$ cat src/hdl/krtq_pkg.sv
// Shared types and constants for the keyed repeating timer queue.
package krtq_pkg;

  localparam logic [1:0] CMD_ADD   = 2'd0;
  localparam logic [1:0] CMD_DEL   = 2'd1;
  localparam logic [1:0] CMD_CHECK = 2'd2;

  localparam logic [1:0] KIND_FIRED = 2'd0;
  localparam logic [1:0] KIND_GAP   = 2'd1;
  localparam logic [1:0] KIND_FULL  = 2'd2;

  localparam logic [62:0] IMMEDIATE_GAP_NS = 63'd100000;
  localparam logic [19:0] NS_PER_MS        = 20'd1000000;
  localparam logic [62:0] MAX_NS           = {63{1'b1}};

  // controller to datapath
  typedef struct packed {
    logic load;      // capture input beat
    logic scan_clr;  // start a slot scan
    logic scan_step; // examine one slot
    logic mul_go;    // compute interval times NS_PER_MS for the add or the picked slot
    logic add_write; // write the add slot
    logic fire;      // apply firing to picked slot
    logic del_write; // free the matched slot
  } krtq_cmd_t;

  // datapath to controller
  typedef struct packed {
    logic scan_done;
    logic key_hit;
    logic free_hit;
    logic pick_hit;
    logic any_valid;
    logic is_add;
    logic is_del;
    logic is_check;
  } krtq_status_t;

endpackage

$ cat src/hdl/krtq_datapath.sv
// Slot storage, serial scan, deadline arithmetic and result formation.
module krtq_datapath #(
  parameter int unsigned TimerSlots = 16,
  localparam int unsigned IdxW = (TimerSlots > 1) ? $clog2(TimerSlots) : 1
) (
  input  logic                 clk_i,
  input  logic                 rst_ni,
  input  krtq_pkg::krtq_cmd_t  cmd_i,
  output krtq_pkg::krtq_status_t sts_o,
  input  logic [1:0]           in_cmd_i,
  input  logic [31:0]          in_handle_i,
  input  logic signed [31:0]   in_session_i,
  input  logic [15:0]          in_repeat_count_i,
  input  logic [30:0]          in_interval_ms_i,
  input  logic [62:0]          in_now_ns_i,
  output logic [62:0]          gap_ns_o,
  output logic                 immediate_o,
  output logic [31:0]          pick_handle_o,
  output logic signed [31:0]   pick_session_o
);

  logic [TimerSlots-1:0] valid_q, fired_q;
  logic [31:0] hnd_q [TimerSlots];
  logic [31:0] ses_q [TimerSlots];
  logic [62:0] dl_q  [TimerSlots];
  logic [15:0] rem_q [TimerSlots];
  logic [30:0] ivl_q [TimerSlots];

  logic [1:0]  cmd_q;
  logic [31:0] h_q;
  logic [31:0] s_q;
  logic [15:0] cnt_q;
  logic [30:0] ms_q;
  logic [62:0] now_q;

  logic [IdxW:0]   scan_q;
  logic [IdxW-1:0] si;
  logic            key_hit_q, free_hit_q, pick_hit_q, any_q;
  logic [IdxW-1:0] key_idx_q, free_idx_q, pick_idx_q;
  logic [62:0]     pick_dl_q, min_dl_q;
  logic [50:0]     prod_q;
  logic [63:0]     sum;
  logic [62:0]     new_dl;
  logic [30:0]     ms_sel;
  logic [IdxW-1:0] wr_idx;
  logic [15:0]     rem_dec;

  assign si = scan_q[IdxW-1:0];
  assign sum = {1'b0, now_q} + {13'd0, prod_q};
  assign new_dl = sum[63] ? krtq_pkg::MAX_NS : sum[62:0];
  assign ms_sel = (cmd_q == krtq_pkg::CMD_ADD) ? ((ms_q == 31'd0) ? 31'd1 : ms_q)
                                               : ivl_q[pick_idx_q];
  assign wr_idx = key_hit_q ? key_idx_q : free_idx_q;
  assign rem_dec = rem_q[pick_idx_q] - 16'd1;

  always_ff @(posedge clk_i) begin
    if (cmd_i.load) begin
      cmd_q <= in_cmd_i;  h_q <= in_handle_i;  s_q <= in_session_i;
      cnt_q <= in_repeat_count_i;  ms_q <= in_interval_ms_i;  now_q <= in_now_ns_i;
    end
    if (cmd_i.mul_go) prod_q <= ms_sel * krtq_pkg::NS_PER_MS;
    if (cmd_i.add_write) begin
      hnd_q[wr_idx] <= h_q;  ses_q[wr_idx] <= s_q;  rem_q[wr_idx] <= cnt_q;
      ivl_q[wr_idx] <= ms_sel;  dl_q[wr_idx] <= new_dl;
    end
    if (cmd_i.fire) begin
      dl_q[pick_idx_q] <= new_dl;
      if (rem_q[pick_idx_q] != 16'd0) rem_q[pick_idx_q] <= rem_dec;
    end
  end

  always_ff @(posedge clk_i or negedge rst_ni) begin
    if (!rst_ni) begin
      valid_q <= '0;  fired_q <= '0;  scan_q <= '0;
      key_hit_q <= 1'b0;  free_hit_q <= 1'b0;  pick_hit_q <= 1'b0;  any_q <= 1'b0;
      key_idx_q <= '0;  free_idx_q <= '0;  pick_idx_q <= '0;
      pick_dl_q <= '0;  min_dl_q <= '0;
    end else begin
      if (cmd_i.load) fired_q <= '0;
      if (cmd_i.scan_clr) begin
        scan_q <= '0;  key_hit_q <= 1'b0;  free_hit_q <= 1'b0;
        pick_hit_q <= 1'b0;  any_q <= 1'b0;
      end else if (cmd_i.scan_step) begin
        scan_q <= scan_q + 1'b1;
        if (valid_q[si] && hnd_q[si] == h_q && ses_q[si] == s_q && !key_hit_q) begin
          key_hit_q <= 1'b1;  key_idx_q <= si;
        end
        if (!valid_q[si] && !free_hit_q) begin
          free_hit_q <= 1'b1;  free_idx_q <= si;
        end
        if (valid_q[si] && !fired_q[si] && dl_q[si] <= now_q &&
            (!pick_hit_q || dl_q[si] < pick_dl_q)) begin
          pick_hit_q <= 1'b1;  pick_idx_q <= si;  pick_dl_q <= dl_q[si];
        end
        if (valid_q[si] && (!any_q || dl_q[si] < min_dl_q)) begin
          any_q <= 1'b1;  min_dl_q <= dl_q[si];
        end
      end
      if (cmd_i.add_write) valid_q[wr_idx] <= 1'b1;
      if (cmd_i.del_write) valid_q[key_idx_q] <= 1'b0;
      if (cmd_i.fire) begin
        fired_q[pick_idx_q] <= 1'b1;
        if (rem_q[pick_idx_q] == 16'd1) valid_q[pick_idx_q] <= 1'b0;
      end
    end
  end

  assign sts_o.scan_done = (scan_q == (IdxW+1)'(TimerSlots));
  assign sts_o.key_hit   = key_hit_q;
  assign sts_o.free_hit  = free_hit_q;
  assign sts_o.pick_hit  = pick_hit_q;
  assign sts_o.any_valid = any_q;
  assign sts_o.is_add    = (cmd_q == krtq_pkg::CMD_ADD);
  assign sts_o.is_del    = (cmd_q == krtq_pkg::CMD_DEL);
  assign sts_o.is_check  = (cmd_q == krtq_pkg::CMD_CHECK);

  assign immediate_o    = (now_q >= min_dl_q);
  assign gap_ns_o       = immediate_o ? krtq_pkg::IMMEDIATE_GAP_NS : (min_dl_q - now_q);
  assign pick_handle_o  = hnd_q[pick_idx_q];
  assign pick_session_o = ses_q[pick_idx_q];

endmodule

$ cat src/hdl/krtq_ctrl.sv
// Sequencer for add, delete and check commands with the result register.
module krtq_ctrl (
  input  logic                   clk_i,
  input  logic                   rst_ni,
  input  logic                   in_valid,
  output logic                   in_stall,
  output logic                   out_valid,
  input  logic                   out_stall,
  output krtq_pkg::krtq_cmd_t    cmd_o,
  input  krtq_pkg::krtq_status_t sts_i,
  input  logic [62:0]            gap_ns_i,
  input  logic                   immediate_i,
  input  logic [31:0]            pick_handle_i,
  input  logic signed [31:0]     pick_session_i,
  output logic [1:0]             kind_o,
  output logic [31:0]            fired_handle_o,
  output logic signed [31:0]     fired_session_o,
  output logic [62:0]            gap_ns_o,
  output logic                   immediate_o,
  output logic                   last_o
);

  localparam logic [2:0] ST_IDLE = 3'd0;
  localparam logic [2:0] ST_SCAN = 3'd1;
  localparam logic [2:0] ST_MUL  = 3'd2;
  localparam logic [2:0] ST_APPLY = 3'd3;
  localparam logic [2:0] ST_EMIT = 3'd4;
  localparam logic [2:0] ST_GAPSCAN = 3'd5;

  logic [2:0] state_q, state_d;
  logic       ov_q, ov_d, free;
  logic       pend_q, pend_d;
  logic [1:0] kind_q, kind_d;
  logic [31:0] fh_q, fh_d;
  logic [31:0] fs_q, fs_d;
  logic [62:0] gap_q, gap_d;
  logic        imm_q, imm_d, last_q, last_d;

  assign free = !ov_q || !out_stall;
  assign in_stall = (state_q != ST_IDLE);
  assign out_valid = ov_q;

  always_comb begin
    cmd_o = '0;
    state_d = state_q;
    ov_d = ov_q && out_stall;
    pend_d = pend_q;
    kind_d = kind_q;  fh_d = fh_q;  fs_d = fs_q;  gap_d = gap_q;
    imm_d = imm_q;  last_d = last_q;
    case (state_q)
      ST_IDLE: begin
        if (in_valid) begin
          cmd_o.load = 1'b1;  cmd_o.scan_clr = 1'b1;  state_d = ST_SCAN;
        end
      end
      ST_SCAN: begin
        if (!sts_i.scan_done) cmd_o.scan_step = 1'b1;
        else if (sts_i.is_del) begin
          if (sts_i.key_hit) cmd_o.del_write = 1'b1;
          state_d = ST_IDLE;
        end else if (sts_i.is_add) begin
          if (sts_i.key_hit || sts_i.free_hit) begin
            cmd_o.mul_go = 1'b1;  state_d = ST_MUL;
          end else if (free) begin
            ov_d = 1'b1;  kind_d = krtq_pkg::KIND_FULL;  fh_d = '0;  fs_d = '0;
            gap_d = '0;  imm_d = 1'b0;  last_d = 1'b1;  state_d = ST_IDLE;
          end
        end else if (sts_i.is_check) begin
          if (sts_i.pick_hit) begin
            cmd_o.mul_go = 1'b1;  state_d = ST_MUL;
          end else state_d = ST_EMIT;
        end else state_d = ST_IDLE;
      end
      ST_MUL: begin
        if (sts_i.is_add) begin
          cmd_o.add_write = 1'b1;  cmd_o.scan_clr = 1'b1;  state_d = ST_GAPSCAN;
        end else if (pend_q) begin
          // another firing follows: release the held one first
          ov_d = 1'b1;  pend_d = 1'b0;
        end else if (free) begin
          // hold the firing unpublished until its last flag is known
          pend_d = 1'b1;  kind_d = krtq_pkg::KIND_FIRED;  fh_d = pick_handle_i;
          fs_d = pick_session_i;  gap_d = '0;  imm_d = 1'b0;  last_d = 1'b0;
          cmd_o.fire = 1'b1;  state_d = ST_APPLY;
        end
      end
      ST_APPLY: begin
        cmd_o.scan_clr = 1'b1;  state_d = ST_SCAN;
      end
      ST_GAPSCAN: begin
        if (!sts_i.scan_done) cmd_o.scan_step = 1'b1;
        else state_d = ST_EMIT;
      end
      ST_EMIT: begin
        if (pend_q) begin
          ov_d = 1'b1;  pend_d = 1'b0;
          // no timers left: the held firing ends the check
          if (!sts_i.any_valid) begin
            last_d = 1'b1;  state_d = ST_IDLE;
          end
        end else if (!sts_i.any_valid) begin
          state_d = ST_IDLE;
        end else if (free) begin
          ov_d = 1'b1;  kind_d = krtq_pkg::KIND_GAP;  fh_d = '0;  fs_d = '0;
          gap_d = gap_ns_i;  imm_d = immediate_i;  last_d = 1'b1;  state_d = ST_IDLE;
        end
      end
      default: state_d = ST_IDLE;
    endcase
  end

  always_ff @(posedge clk_i or negedge rst_ni) begin
    if (!rst_ni) begin
      state_q <= ST_IDLE;  ov_q <= 1'b0;  pend_q <= 1'b0;
    end else begin
      state_q <= state_d;  ov_q <= ov_d;  pend_q <= pend_d;
    end
  end

  always_ff @(posedge clk_i) begin
    kind_q <= kind_d;  fh_q <= fh_d;  fs_q <= fs_d;
    gap_q <= gap_d;  imm_q <= imm_d;  last_q <= last_d;
  end

  assign kind_o = kind_q;
  assign fired_handle_o = fh_q;
  assign fired_session_o = fs_q;
  assign gap_ns_o = gap_q;
  assign immediate_o = imm_q;
  assign last_o = last_q;

endmodule

$ cat src/hdl/keyed_repeating_timer_queue_unit.sv
// Top level of the keyed repeating timer queue.
// Each command scans the slots one per cycle. Delete takes one scan; add
// takes a key scan, a multiply, and a gap scan, but ends after the key scan
// when the table is full; check runs one scan per firing plus a final scan.
// Results leave through a one-entry output register; each firing waits there
// unpublished until the next step of the check shows whether it is the last
// result. The serial slot scan sets the rate.
module keyed_repeating_timer_queue_unit #(
  parameter int unsigned TIMER_SLOTS = 16
) (
  input  logic               clk_i,
  input  logic               rst_ni,
  input  logic               in_valid,
  output logic               in_stall,
  input  logic [1:0]         cmd_i,
  input  logic [31:0]        handle_i,
  input  logic signed [31:0] session_i,
  input  logic [15:0]        repeat_count_i,
  input  logic [30:0]        interval_ms_i,
  input  logic [62:0]        now_ns_i,
  output logic               out_valid,
  input  logic               out_stall,
  output logic [1:0]         kind_o,
  output logic [31:0]        fired_handle_o,
  output logic signed [31:0] fired_session_o,
  output logic [62:0]        gap_ns_o,
  output logic               immediate_o,
  output logic               last_o
);

  krtq_pkg::krtq_cmd_t    cmd;
  krtq_pkg::krtq_status_t sts;
  logic [62:0]        gap;
  logic               imm;
  logic [31:0]        ph;
  logic signed [31:0] ps;

  krtq_datapath #(.TimerSlots(TIMER_SLOTS)) u_dp (
    .clk_i, .rst_ni, .cmd_i(cmd), .sts_o(sts),
    .in_cmd_i(cmd_i), .in_handle_i(handle_i), .in_session_i(session_i),
    .in_repeat_count_i(repeat_count_i), .in_interval_ms_i(interval_ms_i),
    .in_now_ns_i(now_ns_i), .gap_ns_o(gap), .immediate_o(imm),
    .pick_handle_o(ph), .pick_session_o(ps)
  );

  krtq_ctrl u_ctrl (
    .clk_i, .rst_ni, .in_valid, .in_stall, .out_valid, .out_stall,
    .cmd_o(cmd), .sts_i(sts), .gap_ns_i(gap), .immediate_i(imm),
    .pick_handle_i(ph), .pick_session_i(ps),
    .kind_o, .fired_handle_o, .fired_session_o, .gap_ns_o, .immediate_o, .last_o
  );

  a_stall_busy: assert property (@(posedge clk_i) disable iff (!rst_ni)
    (in_valid && !in_stall) |=> in_stall)
    else $error("accepted beat did not start a command");
  a_out_hold: assert property (@(posedge clk_i) disable iff (!rst_ni)
    (out_valid && out_stall) |=> (out_valid && $stable(kind_o)))
    else $error("stalled result changed");
  a_one_action: assert property (@(posedge clk_i) disable iff (!rst_ni)
    $onehot0({cmd.add_write, cmd.fire, cmd.del_write}))
    else $error("conflicting slot writes");

endmodule

$ cat config.mk
export PLATFORM = sky130hd
export DESIGN_NAME = keyed_repeating_timer_queue_unit
export DESIGN_NICKNAME = d
export VERILOG_FILES = /design/src/hdl/krtq_pkg.sv /design/src/hdl/krtq_datapath.sv /design/src/hdl/krtq_ctrl.sv /design/src/hdl/keyed_repeating_timer_queue_unit.sv
export SDC_FILE = /design/constraint.sdc
export NUM_CORES = 2
export LEC_CHECK = 0
export BUFFER_PORTS_ARGS = -buffer_cell sky130_fd_sc_hd__buf_2
export CORE_ASPECT_RATIO = 1.2
export CORE_UTILIZATION = 47
export CTS_BUF_LIST = sky130_fd_sc_hd__clkbuf_4
export CTS_CLUSTER_SIZE = 25
export DETAILED_ROUTE_END_ITERATION = 10
export RECOVER_POWER = 25
export SYNTH_ARGS = -nofsm -noshare
export SYNTH_HDL_FRONTEND = slang
export SYNTH_SLANG_ARGS = --single-unit
$ cat constraint.sdc
create_clock -name clk_i -period 21.9 [get_ports clk_i]
set_input_delay 3.285 -clock clk_i [delete_from_list [all_inputs] [get_ports clk_i]]
set_output_delay 3.285 -clock clk_i [all_outputs]
set_load 0.01 [all_outputs]
**Yosys cells after proc, flatten, opt, wreduce, memory -nomap -nowiden**

Memory sizes are Yosys's and may differ from the RTL's.
Index checks and enable logic that the tools add are counted.

- Register bits: 536
- RAM bits: 2784
- Input bits: 180
- Output and inout bits: 133
- Word-level logic and storage cells: 302
- Memories kept: 5

- Add/subtract/negate cells: 4
- $mul: 1
- Magnitude comparators: 11
- Equal/unequal tests: 28
- Mux-type cells: 165
- Bitwise gates (word level): 7
- Reduce and logical (&&, ||, !) cells: 53

Memories:

| name | words | width | rd ports | clocked after Yosys merged registers in | write ports | RTL line | source |
|---|---|---|---|---|---|---|---|
| u_dp.dl_q | 16 | 63 | 1 | 0 | 1 | krtq_datapath.sv:25 | `logic [62:0] dl_q [TimerSlots];` |
| u_dp.hnd_q | 16 | 32 | 2 | 0 | 1 | krtq_datapath.sv:23 | `logic [31:0] hnd_q [TimerSlots];` |
| u_dp.ses_q | 16 | 32 | 2 | 0 | 1 | krtq_datapath.sv:24 | `logic [31:0] ses_q [TimerSlots];` |
| u_dp.ivl_q | 16 | 31 | 1 | 0 | 1 | krtq_datapath.sv:27 | `logic [30:0] ivl_q [TimerSlots];` |
| u_dp.rem_q | 16 | 16 | 1 | 0 | 1 | krtq_datapath.sv:26 | `logic [15:0] rem_q [TimerSlots];` |

Operators with widths:

| cell | number |
|---|---|
| 2-to-1 mux 63 bit | 13 |
| 2-to-1 mux 32 bit | 20 |
| one-hot mux 32 bit (3 select lines) | 2 |
| one-hot mux 63 bit (3 select lines) | 1 |
| < comparator 63 bit | 2 |
| 2-to-1 mux 16 bit | 7 |
| 2-to-1 mux 1 bit | 75 |
| adder 63 x 51 -> 64 bit | 1 |
| == test 32 bit | 2 |
| greater-or-equal comparator 63 bit | 1 |
| <= comparator 63 bit | 1 |
| OR reduction 63 bit | 1 |
| subtractor 63 bit | 1 |
| 2-to-1 mux 31 bit | 2 |
| multiplier 31 x 14 -> 45 bit (second input constant) | 1 |
| 2-to-1 mux 3 bit | 15 |
| bitwise AND 16 bit | 2 |
| NOT 16 bit | 2 |
| OR 16 bit | 2 |
| zero test 31 bit | 1 |
| AND reduction 10 bit | 3 |
| 2-to-1 mux 2 bit | 13 |
| < comparator 4 x 5 -> 1 bit (second input constant) | 4 |
| one-hot mux 3 bit (6 select lines) | 1 |
| other kinds (36) | 96 |

**Logic depth before layout (Yosys ltp)**

- Word-level depth: 12
- Gate-level depth with buffers: 34
- Gate-level depth less buffers: 27

**Modules after synthesis**

From an unflattened synthesis, not the netlist that was laid out.

- Cell total of the unflattened synthesis: 8644
- Area, all modules: 154680.9 µm²

Modules (own cells, without submodules):

| module | instances | cells an instance | area each (µm²) | seq. area each (µm²) |
|---|---|---|---|---|
| krtq_datapath | 1 | 8292 | 149291.9 | 94715.8 |
| krtq_ctrl | 1 | 352 | 5388.9 | 4058.9 |

**Least setup slack after synthesis**

OpenSTA, ideal clock, no wires.

- Path kind: reg2reg
- Start: reg u_dp.pick_idx_q[0]
- End: reg u_dp.prod_q[49] (data pin)
- Setup time: 264 ps
- Arrival: 8830 ps
- Required time: 21636 ps
- Slack: 12807 ps
- Cell stages (with the launch flop): 33
- Buffers on the path: 9
- Period minus slack after synthesis: 9093 ps
- Cells stage by stage: dfrtp_1 buf_4 buf_6 buf_6 buf_6 buf_4 buf_4 buf_2 clkbuf_1 buf_2 mux4_2 mux4_2 mux2i_1 inv_1 ha_1 fa_1 fa_1 fa_1 ha_1 inv_1 fa_1 inv_1 ha_1 a21o_1 a21o_1 a21oi_1 o21ai_0 a31oi_1 o31ai_1 a21oi_1 o21ai_0 a221oi_1 xnor2_1

- Longest elaborated chain between the ends: 3

RTL lines:

| item | RTL line | source |
|---|---|---|
| from (decl) | krtq_datapath.sv:39 | `logic [IdxW-1:0] key_idx_q, free_idx_q, pick_idx_q;` |
| from (signal assigned) | krtq_datapath.sv:76 | `key_idx_q <= '0; free_idx_q <= '0; pick_idx_q <= '0;` |
| from (signal assigned) | krtq_datapath.sv:93 | `pick_hit_q <= 1'b1; pick_idx_q <= si; pick_dl_q <= dl_q[si];` |
| memory read (16 x 31 bit) | - |  |
| 2-to-1 mux 31 bit | krtq_datapath.sv:51 | `assign ms_sel = (cmd_q == krtq_pkg::CMD_ADD) ? ((ms_q == 31'd0) ? 31'd1 : ms_q)` |
| via u_dp.ms_sel[14] | krtq_datapath.sv:44 | `logic [30:0] ms_sel;` |
| multiplier 31 x 14 -> 45 bit | krtq_datapath.sv:61 | `if (cmd_i.mul_go) prod_q <= ms_sel * krtq_pkg::NS_PER_MS;` |
| to (signal assigned) | krtq_datapath.sv:61 |  |
| to (decl) | krtq_datapath.sv:41 | `logic [50:0] prod_q;` |

The timed path passes the listed nets, and every way through them passes these cells.
A chain may end at the register's enable or synchronous reset.

**Worst setup path in the final report**

- Start: reg u_dp.pick_idx_q[0]
- End: reg u_dp.prod_q[50] (data pin)

The elaborated chain is that of the path after synthesis.

==> impl_metrics.tcl <==
set metrics [dict create \
    dieArea_sq_mm 0.323 \
    maxCapViolCount 20 \
    gr-total-overflow 0 \
    cts_resized 0 \
    setup.worst_path.class "flop to flop" \
    area_growth_pct 11.3 \
    routedWlPerCell_microns 30.2 \
    rr_endpoint "u_dp.prod_q[50]" \
    cp_max_fo 52 \
    drive_gt1_share_pct 32.1 \
    synth_top_area_cell "edfxtp_1" \
    crit_slowest_cell "dfrtp_4" \
    insertion_delay_ps 1610 \
    worst-path-buf-inv 5 \
    hold_buffers 0 \
    use_met2_pct 44.5 \
    h-tree-depth 6 \
    cp-end-kind "flop" \
    clkTransAtPathRegs_ps 60 \
    critPathTopFamily "adder cells" \
    cts_tree "yes" \
    place_ws_ps 10680 \
    vias 83200 \
    drv_slew 739 \
    synth.area.top_cells "edfxtp_1 (62%), mux4_2 (18%), ha_1 (3.7%), dfrtp_1 (3.1%), fa_1 (1.6%)" \
    cts_setup_buffers 0 \
    hold_viol 0 \
    outcome "finished, violations left" \
    synthArstFlopShare_pct 5.54 \
    slowest_delay_ps 1120 \
    worst_slew_pin_slew_ps 9940 \
    num_io_pins 313 \
    coreArea_sq_mm 0.319 \
    die_w_microns 519 \
    grt_pass1_vias 87800 \
    drt-total-wl_mm 419 \
    crit_start "u_dp.pick_idx_q[0]" \
    ys_types 76 \
    critPathLaunchType "flop" \
    synth-seq-area-share_pct 65.4 \
    numPortBuffers 312 \
    tns_ps 0 \
    initial_core_util_pct 47.3 \
    grt_max_degree 129 \
    post-dp-hpwl_mm 250 \
    yosys_most_used_dff "edfxtp_1" \
    grt_usage_pct 25.9 \
    holdCritPathClass "flop to flop" \
    critical_path_depth 25 \
    nFillCells 25800 \
    grt_use_met3_pct 3.92 \
    final_antenna_net_count 0 \
    rsz0062_at_grt "false" \
    reg2reg_from "u_dp.pick_idx_q[0]" \
    synth.avg_cell_area_sq_um 18.7 \
    synth.most_common_cell "edfxtp_1" \
    syn_nets 8818 \
    synthCells 8073 \
    nets 9741 \
    num_rows 227 \
    gp_congestion 0.900 \
    busiest_layer "met2" \
    synth_area_sq_mm 0.151 \
    drt_iter0_markers 7267 \
    antenna_found_initial 18 \
    synth.top_cell.area_share_pct 62.4 \
    finalCritPeriodShare_pct 50.3 \
    synthTopCellsByCount "edfxtp_1 (3,136), mux4_2 (1,196), ha_1 (446)" \
    gr-usage-met1_pct 33.0 \
    clock.fmax_mhz 90.7 \
    fin_ws_ps 10880 \
    reg2regPathDepth 25 \
    die_y_microns 623 \
    critPathArrivalTime_ps 12320 \
    cts_max_path_buffers 4 \
    via_per_inst 6.00 \
    drc 0 \
    period_needed_ps 11020 \
    r2r_setup_slack_ps 10880 \
    skew_ps 153 \
    grt_first_pass_wirelength_mm 605 \
    cts_buffers 813 \
    cpMostUsedCell "fa_1" \
    dr.pass1.iters 6 \
    ys_ff_latch 3320 \
    synth-edff-count 3136 \
    yosysWarnings 0 \
    violations "max-capacitance violations, max-slew violations" \
    worstSetupEndpoint "u_dp.prod_q[50]" \
    slew_headroom_pct -563 \
    setup-violations-final 0 \
    worstPathRequired_ps 23200 \
    clockRootBuffer "clkbuf_4" \
    cts_sinks 3320 \
]
## per-stage QoR
step	hold slack [ps]	cell area [sq um]	utilization (%)	std cells
final	489	168000	52.7	13900
after global routing	504	168000	52.7	13900
after CTS	489	168000	52.7	13900
after detailed placement	474	158000	49.5	12400
after global placement	458	158000	49.5	12400
after floorplan	445	151000	-	8073
## layer usage
metal  wire [microns]  up-vias  part of all wire (%)
li1                 -    35300                     -
met1           163000    44200                    39
met2           215000     3068                    51
met3            24300      686                   5.8
met4            16000       12                   3.8
met5               90        -                 0.022
## tightest hold or removal path, stage by stage (launching register included)
cell     delay [ps]
dfrtp_1         340
nand2_1          50
o21ai_0          60
## kinds of logic after synthesis
family / after synthesis / share of synthesized area (%)
mux: 1385 / 19.2
fa+ha+maj: 566 / 5.28
xor+xnor: 221 / 1.28
flops: 3320 / 65.4
simple gates: 976 / 3.14
compound gates: 798 / 3.45
buf+inv: 807 / 2.18
## cell usage in the layout (no fill, tap or decap), types with 176 or more instances in the layout
cell type  netlist  layout
nand2_1        221     221
mux4_2        1196    1196
edfxtp_1      3136    3136
clkbuf_4         0    1178
a21oi_1        216     216
dfrtp_1        184     176
buf_2          107     267
inv_1          434     433
clkinv_1         2     180
ha_1           446     446
nor2_1         298     275
## state kept, by name, indices dropped and copies added, names as in the netlist, 5 cells and up
name / count
u_dp.cnt_q: 16
u_dp.scan_q: 5
u_dp.ms_q: 31
u_dp.fired_q: 16
u_dp.now_q: 63
u_dp.s_q: 32
u_dp.dl_q: 1008
u_dp.hnd_q: 512
u_dp.rem_q: 256
u_dp.h_q: 32
u_ctrl.gap_ns_o: 63
u_ctrl.fired_handle_o: 32
u_dp.ivl_q: 496
u_dp.valid_q: 16
u_dp.min_dl_q: 63
u_dp.pick_dl_q: 63
u_ctrl.fired_session_o: 32
u_dp.prod_q: 45
u_dp.ses_q: 512
## worst min path at each step
stage               slack, ps                to        startpoint  depth (start not counted)
finish                    490  u_dp.fired_q[13]  u_dp.fired_q[13]                          2
global route              500  u_dp.fired_q[13]  u_dp.fired_q[13]                          2
CTS                       490  u_dp.fired_q[13]  u_dp.fired_q[13]                          2
detailed placement        470  u_dp.fired_q[13]  u_dp.fired_q[13]                          2
global placement          460  u_dp.fired_q[13]  u_dp.fired_q[13]                          2
floorplan                 440  u_dp.fired_q[10]  u_dp.fired_q[10]                          2
## cell type report
| class | count | area, sq um | area share, % |
|---|---|---|---|
| multi-input cells | 3946 | 49100 | 29.2 |
| clock inverters | 267 | 1430 | 0.849 |
| repair buffers | 479 | 2850 | 1.69 |
| inverters | 436 | 1640 | 0.978 |
| flip-flops and latches | 3320 | 98800 | 58.8 |
| diodes | 12 | 30.0 | 0.0179 |
| clock buffers | 1178 | 8840 | 5.26 |
| well taps | 4236 | 5300 | 3.15 |
Power is left out: the tool's default activity adds up to more than one toggle a clock period on the data nets, which glitch-free logic cannot reach.
